## config.mk

```make
export PLATFORM = sky130hd
export DESIGN_NAME = c_comment_stripper
export DESIGN_NICKNAME = d
export VERILOG_FILES = /design/src/rtl/core/ccs_pkg.sv /design/src/rtl/core/c_comment_stripper.sv /design/src/rtl/core/ccs_lex.sv /design/src/rtl/core/ccs_emit.sv
export SDC_FILE = /design/constraint.sdc
export NUM_CORES = 1
export LEC_CHECK = 0
export ABC_AREA = 1
export ABC_CLOCK_PERIOD_IN_PS = 3600
export BUFFER_PORTS_ARGS = -buffer_cell sky130_fd_sc_hd__buf_2
export CAP_MARGIN = 20
export CORE_MARGIN = 2
export CORE_UTILIZATION = 60
export CTS_BUF_LIST = sky130_fd_sc_hd__clkbuf_16
export CTS_CLUSTER_DIAMETER = 50
export DETAILED_ROUTE_END_ITERATION = 10
export PLACE_DENSITY = 0.79
export SLEW_MARGIN = 0
export SYNTH_ARGS = -nofsm -noshare
export SYNTH_HDL_FRONTEND = slang
export SYNTH_SLANG_ARGS = --single-unit
```

## constraint.sdc

```tcl
create_clock -name clk -period 3.6 [get_ports clk]
set_clock_uncertainty 0.2 [all_clocks]
set_input_delay 0.72 -clock clk [delete_from_list [all_inputs] [get_ports clk]]
set_output_delay 0.72 -clock clk [all_outputs]
set_load 0.01 [all_outputs]
```

## src/rtl/core/ccs_pkg.sv

```systemverilog
// ---------------------------------------------------------------------------
// ccs_pkg: shared types and constants for the C comment stripper
// Scanner state, per-item result bundle and character codes.
// ---------------------------------------------------------------------------
package ccs_pkg;

    localparam int MaxEmit = 4;

    localparam logic [7:0] CH_NL     = 8'h0A;
    localparam logic [7:0] CH_SPACE  = 8'h20;
    localparam logic [7:0] CH_DQUOTE = 8'h22;
    localparam logic [7:0] CH_QUOTE  = 8'h27;
    localparam logic [7:0] CH_STAR   = 8'h2A;
    localparam logic [7:0] CH_SLASH  = 8'h2F;
    localparam logic [7:0] CH_BSL    = 8'h5C;

    typedef enum logic [2:0] {
        MODE_NORMAL = 3'd0,
        MODE_BLOCK  = 3'd1,
        MODE_LINE   = 3'd2,
        MODE_CHAR   = 3'd3,
        MODE_STRING = 3'd4
    } mode_t;

    typedef struct packed {
        mode_t mode;
        logic  esc;
        logic  slash;
        logic  star;
        logic  bsl;
        logic  empty;
    } scan_t;

    // Bytes produced by one input beat; cnt is 0 to MaxEmit.
    typedef struct packed {
        logic [2:0]                cnt;
        logic [MaxEmit-1:0][7:0]   bytes;
    } res_t;

endpackage

```

## src/rtl/core/c_comment_stripper.sv

```systemverilog
// ---------------------------------------------------------------------------
// c_comment_stripper: byte-stream C comment stripper with line splicing
// Input register, lexing step and output sequencer.
// ---------------------------------------------------------------------------
// Usage:
//   s_axis carries one source byte per beat in tdata; tlast marks the end of
//   the file (tdata is then ignored). m_axis carries cleaned bytes; tlast is
//   set on the last byte produced by a given input beat. An input beat may
//   produce no output bytes at all (line comments, held slash or backslash).
//   An accepted beat is held in the input register, then lexed and, once the
//   sequencer can take it, loaded into the result register, from which its
//   bytes are offered on m_axis. Throughput is one input beat per cycle while
//   each beat yields at most one byte and m_axis_tready is high; a beat that
//   yields more bytes holds the input side until its last byte is taken, set
//   by the single output port of the sequencer. Beats yielding no bytes pass
//   at one per cycle while the sequencer is idle.
//   Reset puts the scanner in normal code mode at the start of an empty line
//   and empties both registers. When m_axis_tready is low, the held byte
//   stays on the output and s_axis_tready drops once the input register is
//   full; no beat is lost.
// ---------------------------------------------------------------------------
module c_comment_stripper (
    input  logic       clk,
    input  logic       rst_n,
    input  logic       s_axis_tvalid,
    output logic       s_axis_tready,
    input  logic [7:0] s_axis_tdata,   // [7:0] in_byte
    input  logic       s_axis_tlast,   // end_of_input
    output logic       m_axis_tvalid,
    input  logic       m_axis_tready,
    output logic [7:0] m_axis_tdata,   // [7:0] out_byte
    output logic       m_axis_tlast    // last_of_run
);

    logic          in_valid_reg;
    logic [7:0]    in_byte_reg;
    logic          in_end_reg;
    logic          load_ready;
    logic          advance;
    ccs_pkg::res_t res;

    assign advance       = in_valid_reg && load_ready;
    assign s_axis_tready = !in_valid_reg || advance;

    always_ff @(posedge clk or negedge rst_n)
    begin
        if (!rst_n)
        begin
            in_valid_reg <= 1'b0;
        end
        else if (s_axis_tready)
        begin
            in_valid_reg <= s_axis_tvalid;
        end
    end

    always_ff @(posedge clk)
    begin
        if (s_axis_tready && s_axis_tvalid)
        begin
            in_byte_reg <= s_axis_tdata;
            in_end_reg  <= s_axis_tlast;
        end
    end

    ccs_lex u_lex (
        .clk     (clk),
        .rst_n   (rst_n),
        .step_en (advance),
        .in_byte (in_byte_reg),
        .in_end  (in_end_reg),
        .res     (res)
    );

    ccs_emit u_emit (
        .clk           (clk),
        .rst_n         (rst_n),
        .load_valid    (in_valid_reg),
        .load_ready    (load_ready),
        .load_res      (res),
        .m_axis_tvalid (m_axis_tvalid),
        .m_axis_tready (m_axis_tready),
        .m_axis_tdata  (m_axis_tdata),
        .m_axis_tlast  (m_axis_tlast)
    );

endmodule

```

## src/rtl/core/ccs_lex.sv

```systemverilog
// ---------------------------------------------------------------------------
// ccs_lex: scanner state and per-byte lexing step
// Holds the scanner state and computes the cleaned bytes for one beat.
// ---------------------------------------------------------------------------
module ccs_lex (
    input  logic          clk,
    input  logic          rst_n,
    input  logic          step_en,
    input  logic [7:0]    in_byte,
    input  logic          in_end,
    output ccs_pkg::res_t res
);

    typedef struct packed {
        ccs_pkg::scan_t st;
        ccs_pkg::res_t  r;
    } work_t;

    ccs_pkg::scan_t state_reg;
    ccs_pkg::scan_t state_next;
    work_t          w;

    function automatic work_t emit(work_t x, logic [7:0] b);
        work_t y;
        y = x;
        if (x.r.cnt < 3'(ccs_pkg::MaxEmit))
        begin
            y.r.bytes[x.r.cnt[1:0]] = b;
            y.r.cnt = x.r.cnt + 3'd1;
        end
        return y;
    endfunction

    function automatic work_t plain_char(work_t x, logic [7:0] c);
        work_t y;
        y = x;
        if (c == ccs_pkg::CH_SLASH)
        begin
            y.st.slash = 1'b1;
        end
        else if (c == ccs_pkg::CH_QUOTE)
        begin
            y = emit(y, c);
            y.st.mode = ccs_pkg::MODE_CHAR;
            y.st.esc = 1'b0;
        end
        else if (c == ccs_pkg::CH_DQUOTE)
        begin
            y = emit(y, c);
            y.st.mode = ccs_pkg::MODE_STRING;
            y.st.esc = 1'b0;
        end
        else
        begin
            y = emit(y, c);
        end
        return y;
    endfunction

    function automatic work_t lex_char(work_t x, logic [7:0] c);
        work_t      y;
        logic [7:0] close;
        y = x;
        close = (x.st.mode == ccs_pkg::MODE_CHAR) ? ccs_pkg::CH_QUOTE : ccs_pkg::CH_DQUOTE;
        case (x.st.mode)
            ccs_pkg::MODE_BLOCK:
            begin
                y = emit(y, ccs_pkg::CH_SPACE);
                if (x.st.star && c == ccs_pkg::CH_SLASH)
                begin
                    y.st.mode = ccs_pkg::MODE_NORMAL;
                    y.st.star = 1'b0;
                end
                else
                begin
                    y.st.star = (c == ccs_pkg::CH_STAR);
                end
            end
            ccs_pkg::MODE_LINE:
            begin
                y = x;  // drop
            end
            ccs_pkg::MODE_CHAR, ccs_pkg::MODE_STRING:
            begin
                y = emit(y, c);
                if (x.st.esc)
                begin
                    y.st.esc = 1'b0;
                end
                else if (c == ccs_pkg::CH_BSL)
                begin
                    y.st.esc = 1'b1;
                end
                else if (c == close)
                begin
                    y.st.mode = ccs_pkg::MODE_NORMAL;
                end
            end
            default:
            begin
                if (x.st.slash)
                begin
                    y.st.slash = 1'b0;
                    if (c == ccs_pkg::CH_SLASH)
                    begin
                        y.st.mode = ccs_pkg::MODE_LINE;
                    end
                    else if (c == ccs_pkg::CH_STAR)
                    begin
                        y = emit(y, ccs_pkg::CH_SPACE);
                        y = emit(y, ccs_pkg::CH_SPACE);
                        y.st.mode = ccs_pkg::MODE_BLOCK;
                        y.st.star = 1'b0;
                    end
                    else
                    begin
                        y = emit(y, ccs_pkg::CH_SLASH);
                        y = plain_char(y, c);
                    end
                end
                else
                begin
                    y = plain_char(y, c);
                end
            end
        endcase
        return y;
    endfunction

    // Reset line-level state, keep an open block comment.
    function automatic work_t clear_line(work_t x);
        work_t y;
        y = x;
        if (x.st.mode != ccs_pkg::MODE_BLOCK)
        begin
            y.st.mode = ccs_pkg::MODE_NORMAL;
        end
        y.st.esc = 1'b0;
        y.st.star = 1'b0;
        y.st.slash = 1'b0;
        return y;
    endfunction

    function automatic work_t end_line(work_t x);
        work_t y;
        y = x;
        if (x.st.slash)
        begin
            y = emit(y, ccs_pkg::CH_SLASH);
        end
        if (x.st.empty)
        begin
            y = emit(y, ccs_pkg::CH_SPACE);
        end
        y = emit(y, ccs_pkg::CH_NL);
        y = clear_line(y);
        y.st.empty = 1'b1;
        return y;
    endfunction

    always_comb
    begin
        w.st = state_reg;
        w.r = '0;
        if (in_end)
        begin
            if (state_reg.bsl)
            begin
                w.st.bsl = 1'b0;
                w.st.empty = 1'b0;
                w = lex_char(w, ccs_pkg::CH_BSL);
            end
            if (!w.st.empty)
            begin
                w = end_line(w);
            end
            else
            begin
                w = clear_line(w);
            end
        end
        else if (state_reg.bsl)
        begin
            w.st.bsl = 1'b0;
            if (in_byte != ccs_pkg::CH_NL)
            begin
                w.st.empty = 1'b0;
                w = lex_char(w, ccs_pkg::CH_BSL);
                w = lex_char(w, in_byte);
            end
        end
        else if (in_byte == ccs_pkg::CH_BSL)
        begin
            w.st.bsl = 1'b1;
        end
        else if (in_byte == ccs_pkg::CH_NL)
        begin
            w = end_line(w);
        end
        else
        begin
            w.st.empty = 1'b0;
            w = lex_char(w, in_byte);
        end
        state_next = w.st;
        res = w.r;
    end

    always_ff @(posedge clk or negedge rst_n)
    begin
        if (!rst_n)
        begin
            state_reg.mode  <= ccs_pkg::MODE_NORMAL;
            state_reg.esc   <= 1'b0;
            state_reg.slash <= 1'b0;
            state_reg.star  <= 1'b0;
            state_reg.bsl   <= 1'b0;
            state_reg.empty <= 1'b1;
        end
        else if (step_en)
        begin
            state_reg <= state_next;
        end
    end

endmodule

```

## src/rtl/core/ccs_emit.sv

```systemverilog
// ---------------------------------------------------------------------------
// ccs_emit: result register and output sequencer
// Holds the bytes of one input beat and sends them out one beat at a time.
// ---------------------------------------------------------------------------
module ccs_emit (
    input  logic          clk,
    input  logic          rst_n,
    input  logic          load_valid,
    output logic          load_ready,
    input  ccs_pkg::res_t load_res,
    output logic          m_axis_tvalid,
    input  logic          m_axis_tready,
    output logic [7:0]    m_axis_tdata,   // [7:0] out_byte
    output logic          m_axis_tlast    // last_of_run
);

    logic [ccs_pkg::MaxEmit-1:0][7:0] bytes_reg;
    logic [2:0]                       cnt_reg;
    logic [1:0]                       idx_reg;
    logic                             busy_reg;
    logic                             take;
    logic                             last;
    logic                             load;

    assign last          = ({1'b0, idx_reg} + 3'd1) == cnt_reg;
    assign take          = busy_reg && m_axis_tready;
    assign load_ready    = !busy_reg || (m_axis_tready && last);
    assign load          = load_valid && load_ready;
    assign m_axis_tvalid = busy_reg;
    assign m_axis_tdata  = bytes_reg[idx_reg];
    assign m_axis_tlast  = last;

    always_ff @(posedge clk or negedge rst_n)
    begin
        if (!rst_n)
        begin
            busy_reg <= 1'b0;
            idx_reg  <= '0;
            cnt_reg  <= '0;
        end
        else if (load)
        begin
            // A beat with no bytes leaves the sequencer idle.
            busy_reg <= (load_res.cnt != 3'd0);
            idx_reg  <= '0;
            cnt_reg  <= load_res.cnt;
        end
        else if (take)
        begin
            if (last)
            begin
                busy_reg <= 1'b0;
            end
            else
            begin
                idx_reg <= idx_reg + 2'd1;
            end
        end
    end

    always_ff @(posedge clk)
    begin
        if (load)
        begin
            bytes_reg <= load_res.bytes;
        end
    end

    a_idx_in_range: assert property (@(posedge clk) disable iff (!rst_n)
        busy_reg |-> ({1'b0, idx_reg} < cnt_reg))
        else $error("output index beyond byte count");

    a_advance: assert property (@(posedge clk) disable iff (!rst_n)
        (take && !last) |=> (busy_reg && idx_reg == $past(idx_reg) + 2'd1))
        else $error("sequencer did not advance to next byte");

    a_drain: assert property (@(posedge clk) disable iff (!rst_n)
        (take && last && !load_valid) |=> !busy_reg)
        else $error("sequencer busy after last byte");

    a_load: assert property (@(posedge clk) disable iff (!rst_n)
        (load && load_res.cnt != 3'd0) |=> (busy_reg && idx_reg == 2'd0))
        else $error("loaded run not started at first byte");

endmodule
```

After elaboration in Yosys (flattened, before gate mapping)
Index checks and enable logic that the tools add are counted.
- reductions and logical operators: 41
- equal/unequal tests: 34
- order comparisons: 34
- bitwise logic cells: 30
- add/subtract/negate cells: 13
- multiplexer cells: 178
- operators with widths (cell ; count):
    $mux 43 ; 31
    $mux 35 ; 31
    $mux 8 ; 35
    $pmux 43 s3 ; 2
    $pmux 40 s3 ; 2
    $demux 8 s2 ; 11
    $mux 40 ; 3
    $not 28->28 ; 4
    $mux 3 ; 37
    $bwmux 32 ; 3
    $and 28x28->28 ; 3
    $mux 39 ; 2
    $mux 38 ; 2
    $and 24x24->24 ; 2
    $not 24->24 ; 2
    $or 20x20->20 ; 2
    $lt 2x3->1 const B ; 12
    $mux 36 ; 1
    $add 3x1->3 const B ; 11
    $lt 3x3->1 const B ; 11
    $and 4x16->16 ; 2
    $eq 8x6->1 const B ; 4
    $not 16->16 ; 2
    $or 4x16->16 ; 2
    49 further kinds ; 113
- bits in registers: 56
- input bits: 13
- word-level logic and storage cells: 346

Logic depth before layout (Yosys ltp)
Gate-level depths: netlist of run 1.
- depth in word-level cells: 49
- gate-level depth with buffers: 21
- mapped depth without buffers: 20

Modules after synthesis
Synthesis of run 1 repeated with hierarchy kept, for this count alone.
- cells, all modules: 605
- area total of the unflattened synthesis: 4535.6 um^2
- modules (own cells, without submodules) (module ; area each (um^2) ; times used ; cells an instance ; sequential area each (um^2)):
    ccs_lex ; 2653.8 ; 1 ; 461 ; 201.4
    ccs_emit ; 1559.0 ; 1 ; 127 ; 1111.1
    c_comment_stripper ; 322.8 ; 1 ; 17 ; 295.3

Least setup slack after synthesis of run 1
OpenSTA, ideal clock, no wires.
- path kind: reg2reg
- start: register u_lex.state_reg[5] in the netlist's numbering
- end: register u_emit.busy_reg, in the netlist u_emit.m_axis_tvalid
- arrival time: 2643 ps
- path slack: 640 ps
- cell stages (with the launch flop): 22
- path buffers: 1
- period minus slack after synthesis: 2960 ps
- cells stage by stage: dfrtp_1 buf_4 inv_2 nand3_1 nand2_4 inv_4 nand2_2 nand2_2 nand2_1 inv_1 ha_1 or2_2 nand2_4 inv_2 ha_1 nand2_1 nand3_2 nand2_1 nor2_1 nand2_1 nand2_1 nand2_1
- longest elaborated chain between the ends: 28
- RTL lines (item ; RTL line ; RTL):
    start: declaration ; ccs_lex.sv:19 ; ccs_pkg::scan_t state_reg;
    start signal: assignment ; ccs_lex.sv:222 ; state_reg <= state_next;
    $eq 3x3->1 or $eq 3x2->1 (tied branches) ; n/a ;
    $reduce_or 2->1 ; n/a ;
    $pmux 40 s3 ; ccs_lex.sv:65 ; case (x.st.mode)
    $mux 43 ; ccs_lex.sv:185 ; if (in_byte != ccs_pkg::CH_NL)
    $mux 43 ; ccs_lex.sv:182 ; else if (state_reg.bsl)
    $mux 43 ; ccs_lex.sv:165 ; if (in_end)
    $add 3x1->3 or $lt 3x3->1 (tied branches) ; ccs_lex.sv:29, ccs_lex.sv:26 ;
    $mux 35 ; ccs_lex.sv:26 ; if (x.r.cnt < 3'(ccs_pkg::MaxEmit))
    (+12 left out) ; n/a ;
    $mux 40 ; ccs_lex.sv:104 ; if (c == ccs_pkg::CH_SLASH)
    $mux 43 ; ccs_lex.sv:101 ; if (x.st.slash)
    $pmux 43 s3 ; ccs_lex.sv:65 ;
    $mux 43 ; ccs_lex.sv:185 ;
    $mux 43 ; ccs_lex.sv:182 ;
    $mux 43 * ; ccs_lex.sv:165 ;
    $reduce_bool 3->1 * ; ccs_emit.sv:44 ; busy_reg <= (load_res.cnt != 3'd0);
    $mux 1 * ; ccs_emit.sv:41 ; else if (load)
    end signal: assignment ; ccs_emit.sv:44 ;
    end: declaration ; ccs_emit.sv:20 ; logic busy_reg;
Mark *: on every way between the ends. The rest lies on a longest branch, timed or not. The select of a mux whose other input is x is not followed.
A chain may end at the register's enable or synchronous reset.

Worst setup path in the final report of run 1
- start: register u_lex.state_reg[7] in the netlist's numbering
- end: register u_emit.busy_reg, in the netlist u_emit.m_axis_tvalid
Same word-level chain as after synthesis.

==> impl_results.md, run 1 <==
* Status: completed
* Grt peak-use layer: met2
* Boundary Pins at 24
* Compound-cell area share of the yosys netlist at 0.178
* Crit path max fanout at 9
* Die Ht at 88.1 µm
* Final period util at 0.924
* Crit-path max cell delay at 0.42 ns
* Max capacitance violation total at 0
* Crit start category: flip-flop
* Fraction of final layout cells sized beyond drive strength 1 at 0.130
* Post-CTS Setup Inserts at 0
* Vias in the first global route at a little under 4000
* Placer congestion estimate at 1.04
* Htree depth at 2
* Remaining DRCs at 0
* Initial antenna violation count at 0
* Multiplexer share of the synthesized area at 0
* Commonest non-fill, non-tap cell in the layout: nand2_1
* Reg clk slew, reported paths at 0.07 ns
* Reg2reg start: u_lex.state_reg[7]$_DFFE_PN0P_
* Slowest-stage cell, CP: dfrtp_1
* Hold_buf cts at 0
* Clock latency on the worst-skew pair at 0.29 ns
* Syn Nets at 606
* Via count at approximately 4300
* Critical-path cell list: inv_2 > nand3_1 > nand2_4 > inv_4 > nand2_2 > nand2_2 > nand2_1 > inv_1 > ha_1 > or2_2 > nand2_4 > inv_2 > ha_1 > nand2_1 > nand3_2 > nand2_1 > nor2_1 > nand2_1 > nand2_1 > nand2_1
* Setup TNS at 0 ns
* Syn. warnings at 0
* CTS tree: yes
* Netlist cell types at 49
* Clock sink count at 56
* Core Box Area at 0.00683 mm²
* Worst slew pin tran at 1.10 ns
* Total routed wirelength at 13.5 mm
* First-pass GRT wire length at 20.4 mm
* Total die area at 0.00776 mm²
* Ys async rst share at 0.268
* Final Max Tran Viols at 0
* CP startpoint: u_lex.state_reg[7]$_DFFE_PN0P_
* First-pass DRT Iterations at 9
* Crit-path most repeated cell: nand2_1
* Wire per inst at 19.4 µm
* Post-Layout Cell Count at roughly 700
* Clock Path Buffers at 2
* Post-Synth XOR/XNOR Area at 0.00619
* Switching share of power at 0.496
* Reg power frac at 0.302
* Nets at around 630
* Peak VDD IR at approximately 0.36 mV
* Largest register FFs at 32
* Routing usage on met1 at 0.464
* Synth Flop Type: edfxtp_1
* Adder-cell area share of the yosys netlist at 0.0472
* RSZ-0062 raised after global routing: no
* Crit path DAT at 3.31 ns
* Post-route minimum period at 3.33 ns
* Rel. slew slack at 0.264
* DRT iter0 DRCs at 614
* FILL cells at 611
* Post_cts resized at 0
* Setup violations, final at 0
* Dpl hpwl at around 10 mm
* WS Path Type: flip-flop to flip-flop
* Number of diodes at 0
* Met2 Use GR at 0.542
* Worst hold path class: primary input to async pin
* Num rows at 30
* Die width at 88.1 µm
* Synth-to-layout area growth at 8.23%
* Final ANT Viol Nets at 0
* P_int at roughly 1900 µW
* Largest family of logic cells by synthesized area: simple AND/OR/NAND/NOR gates
* Clock share of power at 0.128
* Seq/Total Area, Yosys at 0.379
* Comb pwr share at 0.570
* Synth Instances at roughly 580
* Cell Area, Synth at approximately 0.0042 mm²
* Max Freq at between 300 and 400 MHz
* Cts bufs inserted at 5
* IO Port Bufs at 23
* Clock Tree Root: clkbuf_16
* Initial core utilization at 0.621
* Pwr/cell area at between 800 and 900 mW/mm²
* Worst setup EP type: flip-flop
* Final Hold Viols at 0
* Vias per inst at 6.23
* Commonest cells after routing, fill and taps aside: 132 x nand2_1, 64 x nor2_1, 61 x o21ai_0
* Grt ovf at 0
* Global Route Usage Sum at 0.349
* Synthesized flop and latch total at 56
* Pin count of the biggest net entering global routing at 37
* Sw power at between 1500 and 2000 µW
* Simple-gate area share of the yosys netlist at 0.313
* Placed cell count at 687
* Mapped Avg Cell Area at 7.35 µm²
* M3 GR Usage at 0.0669
* Number of synthesized flops with an enable pin at between 40 and 50
* Pleak at 0.00209 µW
* CP required at 3.59 ns
==> stage by stage <==
step	util	hold WS [ns]	power (µW)	area (µm²)	setup slack (ns)
6_report	0.672	0.132	3710	4590	0.275
5_1_grt	0.672	0.146	3950	4590	0.120
4_1_cts	0.672	0.137	3650	4590	0.330
3_5_place_dp	0.651	0.281	3160	4450	0.345
3_3_place_gp	0.651	0.277	3120	4450	0.469
2_1_floorplan	-	0.224	2560	4240	0.640
==> area by class of cell <==
| class | instances | area (µm²) | share of cell area |
|---|---|---|---|
| timing repair buffer | 31 | 175 | 0.0381 |
| tap | 96 | 120 | 0.0262 |
| clock buffer | 5 | 125 | 0.0272 |
| inverter | 63 | 239 | 0.0520 |
| sequential | 56 | 1610 | 0.350 |
| clock inverter | 3 | 17.5 | 0.00381 |
| multi-input combinational | 441 | 2310 | 0.502 |
==> metal layers <==
layer | vias up | routed length (µm)
met3 | 65 | 1360
met4 | 0 | 643
li1 | 2023 | -
met5 | - | 0
met1 | 1950 | 5340
met2 | 292 | 6140
==> power by group through the flow <==
stage	registers (µW)	clock network [µW]	logic, µW
4_1_cts	1120	485	2050
2_1_floorplan	1060	0	1500
6_report	1120	475	2110
3_3_place_gp	1120	0	2000
5_1_grt	1140	505	2310
3_5_place_dp	1130	0	2040
==> cell usage after synthesis (all sizes together) (3+ instances only) <==
| library cell | n | area, µm² |
|---|---|---|
| dfrtp | 14 | 350 |
| nand3 | 46 | 258 |
| clkbuf | 9 | 33.8 |
| a31oi | 7 | 43.8 |
| nor4 | 3 | 18.8 |
| inv | 61 | 231 |
| o21ai | 75 | 379 |
| nor3 | 8 | 40.0 |
| nand2 | 145 | 602 |
| nand4 | 13 | 87.6 |
| a21oi | 23 | 119 |
| buf | 8 | 55.1 |
| o211ai | 6 | 45.0 |
| edfxtp | 41 | 1230 |
| ha | 16 | 200 |
| o22ai | 11 | 68.8 |
| nor2 | 70 | 302 |
==> critical path: cells and delay by family, from the launching register on <==
family                     cells  cell delay, ns
DFF                            1            0.42
buffers and inverters          4            0.35
and+or+nand+nor               14            1.68
adders and majority gates      2            0.57
==> path summary, 6_finish.rpt <==
kind	endpoint	slack [ns]	cells past startpoint
max	u_emit.m_axis_tvalid$_DFFE_PN0P_	0.27	20
min	u_emit.cnt_reg[1]$_DFFE_PN0P_	0.13	1
max reg2reg	u_emit.m_axis_tvalid$_DFFE_PN0P_	0.27	20
min reg2reg	u_lex.state_reg[2]$_DFFE_PN0P_	0.29	2
max in group asynchronous	u_lex.state_reg[0]$_DFFE_PN1P_	2.77	1
min in group clk	u_lex.state_reg[2]$_DFFE_PN0P_	0.29	2
==> logic make-up (layout without fill, tap and decap cells) <==
group	Yosys count	count (layout)
xor gates and xnor gates	3	3
buffers and inverters	80	102
DFF	56	56
and+or+nand+nor	288	288
AOI/OAI and AO/OA	134	134
adders and majority gates	16	16
Note: power is estimated with default switching activity, not from simulation.
==> run 2, diff against run 1 <==
--- a/config.mk
+++ b/config.mk
@@ -7,7 +7,7 @@
 export LEC_CHECK = 0
 export ABC_AREA = 1
 export ABC_CLOCK_PERIOD_IN_PS = 3600
-export BUFFER_PORTS_ARGS = -buffer_cell sky130_fd_sc_hd__buf_2
+export BUFFER_PORTS_ARGS = -buffer_cell sky130_fd_sc_hd__clkbuf_2
 export CAP_MARGIN = 20
 export CORE_MARGIN = 2
 export CORE_UTILIZATION = 60
==> impl_results.md, run 2 (synthesis gave the netlist of run 1 again) <==
* Initial core utilization at 0.621 (unchanged)
* WS Path Type: flip-flop to flip-flop
* Pwr/cell area at 812 mW/mm² (+0.59%)
* Largest register FFs at 32 (unchanged)
* FILL cells at 615 (+0.65%)
* Max capacitance violation total at 0 (unchanged)
* Commonest cells after routing, fill and taps aside: 132 x nand2_1, 64 x nor2_1, 61 x o21ai_0
* Reg clk slew, reported paths at 0.08 ns (about the same)
* Clock share of power at 0.135 (+0.007)
* Vias per inst at 6.27 (+0.56%)
* Reg-to-reg critical path endpoint: u_emit.bytes_reg[9]$_DFFE_PP_
* Commonest non-fill, non-tap cell in the layout: nand2_1
* Sw power at 1860 µW (+1.1%)
* Worst hold path class: primary input to async pin
* Post-route minimum period at 3.33 ns (+0.00313 ns)
* Htree depth at 2 (unchanged)
* Crit path DAT at 3.16 ns (-0.15 ns)
* Crit path max fanout at 7 (-2)
* Final Hold Viols at 0 (unchanged)
* Crit start category: flip-flop
* P_int at 1870 µW (+0.18%)
* Boundary Pins at 24 (unchanged)
* Fraction of final layout cells sized beyond drive strength 1 at 0.130 (+0.000218)
* Post_cts resized at 0 (unchanged)
* Max Freq at 300 MHz (about the same)
* Status: completed
* Pleak at 0.00208 µW (about the same)
* Clock latency on the worst-skew pair at 0.30 ns (about the same)
* Number of diodes at 0 (unchanged)
* DRT iter0 DRCs at 624 (+1.6%)
* Final hold slack at 0.121 ns (-0.0115 ns)
* R2R Setup Slk at 0.27 ns (about the same)
* Remaining DRCs at 0 (unchanged)
* Post-CTS Setup Inserts at 0 (unchanged)
* Pin count of the biggest net entering global routing at 30 (-19%)
* Wire per inst at 19.0 µm (-2.2%)
* Final period util at 0.924 (about the same)
* Synth-to-layout area growth at 8.29% (about the same)
* Clock sink count at 56 (unchanged)
* Nets at 626 (-0.16%)
* Final ANT Viol Nets at 0 (unchanged)
* Final Max Tran Viols at 0 (unchanged)
* First-pass DRT Iterations at 6 (-3)
* Worst slew pin tran at 1.02 ns (-0.0884 ns)
* CTS tree: yes
* Switching share of power at 0.498 (+0.00232)
* Worst setup EP type: flip-flop
* Worst r2r path cells at 15 (-25%)
* Grt ovf at 0 (unchanged)
* Die width at 88.1 µm (unchanged)
* Die Ht at 88.1 µm (unchanged)
* Vias in the first global route at 3766 (-4.1%)
* Peak VDD IR at 0.344 mV (-5.4%)
* Clock Tree Root: clkbuf_16
* Dpl hpwl at 9.96 mm (-2.1%)
* IO Port Bufs at 23 (unchanged)
* Total routed wirelength at 13.2 mm (-2.3%)
* Cts bufs inserted at 5 (unchanged)
* Reg power frac at 0.304 (+0.002)
* Global Route Usage Sum at 0.344 (-0.00474)
* RSZ-0062 raised after global routing: no
* Initial antenna violation count at 0 (unchanged)
* Via count at 4348 (+0.42%)
* Hold_buf cts at 0 (unchanged)
* Rel. slew slack at 0.323 (+0.0590)
* Clock Path Buffers at 2 (unchanged)
* Reg2reg start: u_lex.state_reg[6]$_DFFE_PN0P_
* Setup violations, final at 0 (unchanged)
* Core Box Area at 0.00683 mm² (unchanged)
* Placer congestion estimate at 1.09 (+5.3%)
* CP required at 3.43 ns (-0.16 ns)
* Setup TNS at 0 ns (unchanged)
* Comb pwr share at 0.562 (-0.008)
* Total die area at 0.00776 mm² (unchanged)
* First-pass GRT wire length at 20.1 mm (-1.8%)
* Num rows at 30 (unchanged)
==> run 2: routing by layer <==
| layer | routed length [µm] | global-route usage |
|---|---|---|
| met3 | 1410 | 0.0622 |
| met2 | 5900 | 0.550 |
| met4 | 604 | 0.132 |
| met1 | 5260 | 0.466 |
| met5 | 0 | 0 |
==> run 2: worst max-delay path, stage by stage, from the launching register on <==
cell	delay (ns)
dfrtp_1	0.46
nand3_1	0.26
nand3_1	0.29
nand2_2	0.16
nand2_2	0.11
nand2_1	0.16
inv_1	0.09
ha_1	0.30
or2_2	0.32
nand2_4	0.09
inv_2	0.05
ha_1	0.19
nand2_1	0.12
nand2_1	0.06
nand2_1	0.06
o221ai_1	0.13
==> run 2: area by class of cell <==
| class | instances | area, µm² | share of cell area |
|---|---|---|---|
| multi-input cells | 441 | 2310 | 0.502 |
| flip-flops and latches | 56 | 1610 | 0.350 |
| inverters | 63 | 239 | 0.0520 |
| repair buffers | 30 | 168 | 0.0365 |
| clock buffers | 5 | 125 | 0.0272 |
| well taps | 96 | 120 | 0.0261 |
| clock inverters | 3 | 27.5 | 0.00599 |
==> run 2: power groups by stage <==
stage	combinational (µW)	clock [µW]	sequential (µW)
after floorplan	1500	0	1060
after global placement	1990	0	1130
after detailed placement	2020	0	1140
after CTS	2030	502	1130
after global routing	2290	523	1150
final	2100	503	1130
==> run 2: worst max path at each step <==
stage	startpoint	cells past startpoint	endpoint
final	u_lex.state_reg[6]$_DFFE_PN0P_	15	u_emit.bytes_reg[9]$_DFFE_PP_
after global routing	u_lex.state_reg[7]$_DFFE_PN0P_	20	u_emit.m_axis_tvalid$_DFFE_PN0P_
after CTS	u_lex.state_reg[6]$_DFFE_PN0P_	17	u_emit.bytes_reg[9]$_DFFE_PP_
after detailed placement	u_lex.state_reg[6]$_DFFE_PN0P_	17	u_emit.bytes_reg[9]$_DFFE_PP_
after global placement	u_lex.state_reg[7]$_DFFE_PN0P_	20	u_emit.m_axis_tvalid$_DFFE_PN0P_
after floorplan	u_lex.state_reg[5]$_DFFE_PN0P_	21	u_emit.m_axis_tvalid$_DFFE_PN0P_
==> run 2: per-stage QoR <==
step	setup WS (ns)	cell area [µm²]	util	total power (µW)	cells
2_1_floorplan	0.640	4240	-	2560	577
3_3_place_gp	0.483	4440	0.650	3120	686
3_5_place_dp	0.345	4440	0.650	3160	686
4_1_cts	0.324	4590	0.673	3660	694
5_1_grt	0.0622	4590	0.673	3960	694
6_report	0.272	4590	0.673	3730	694
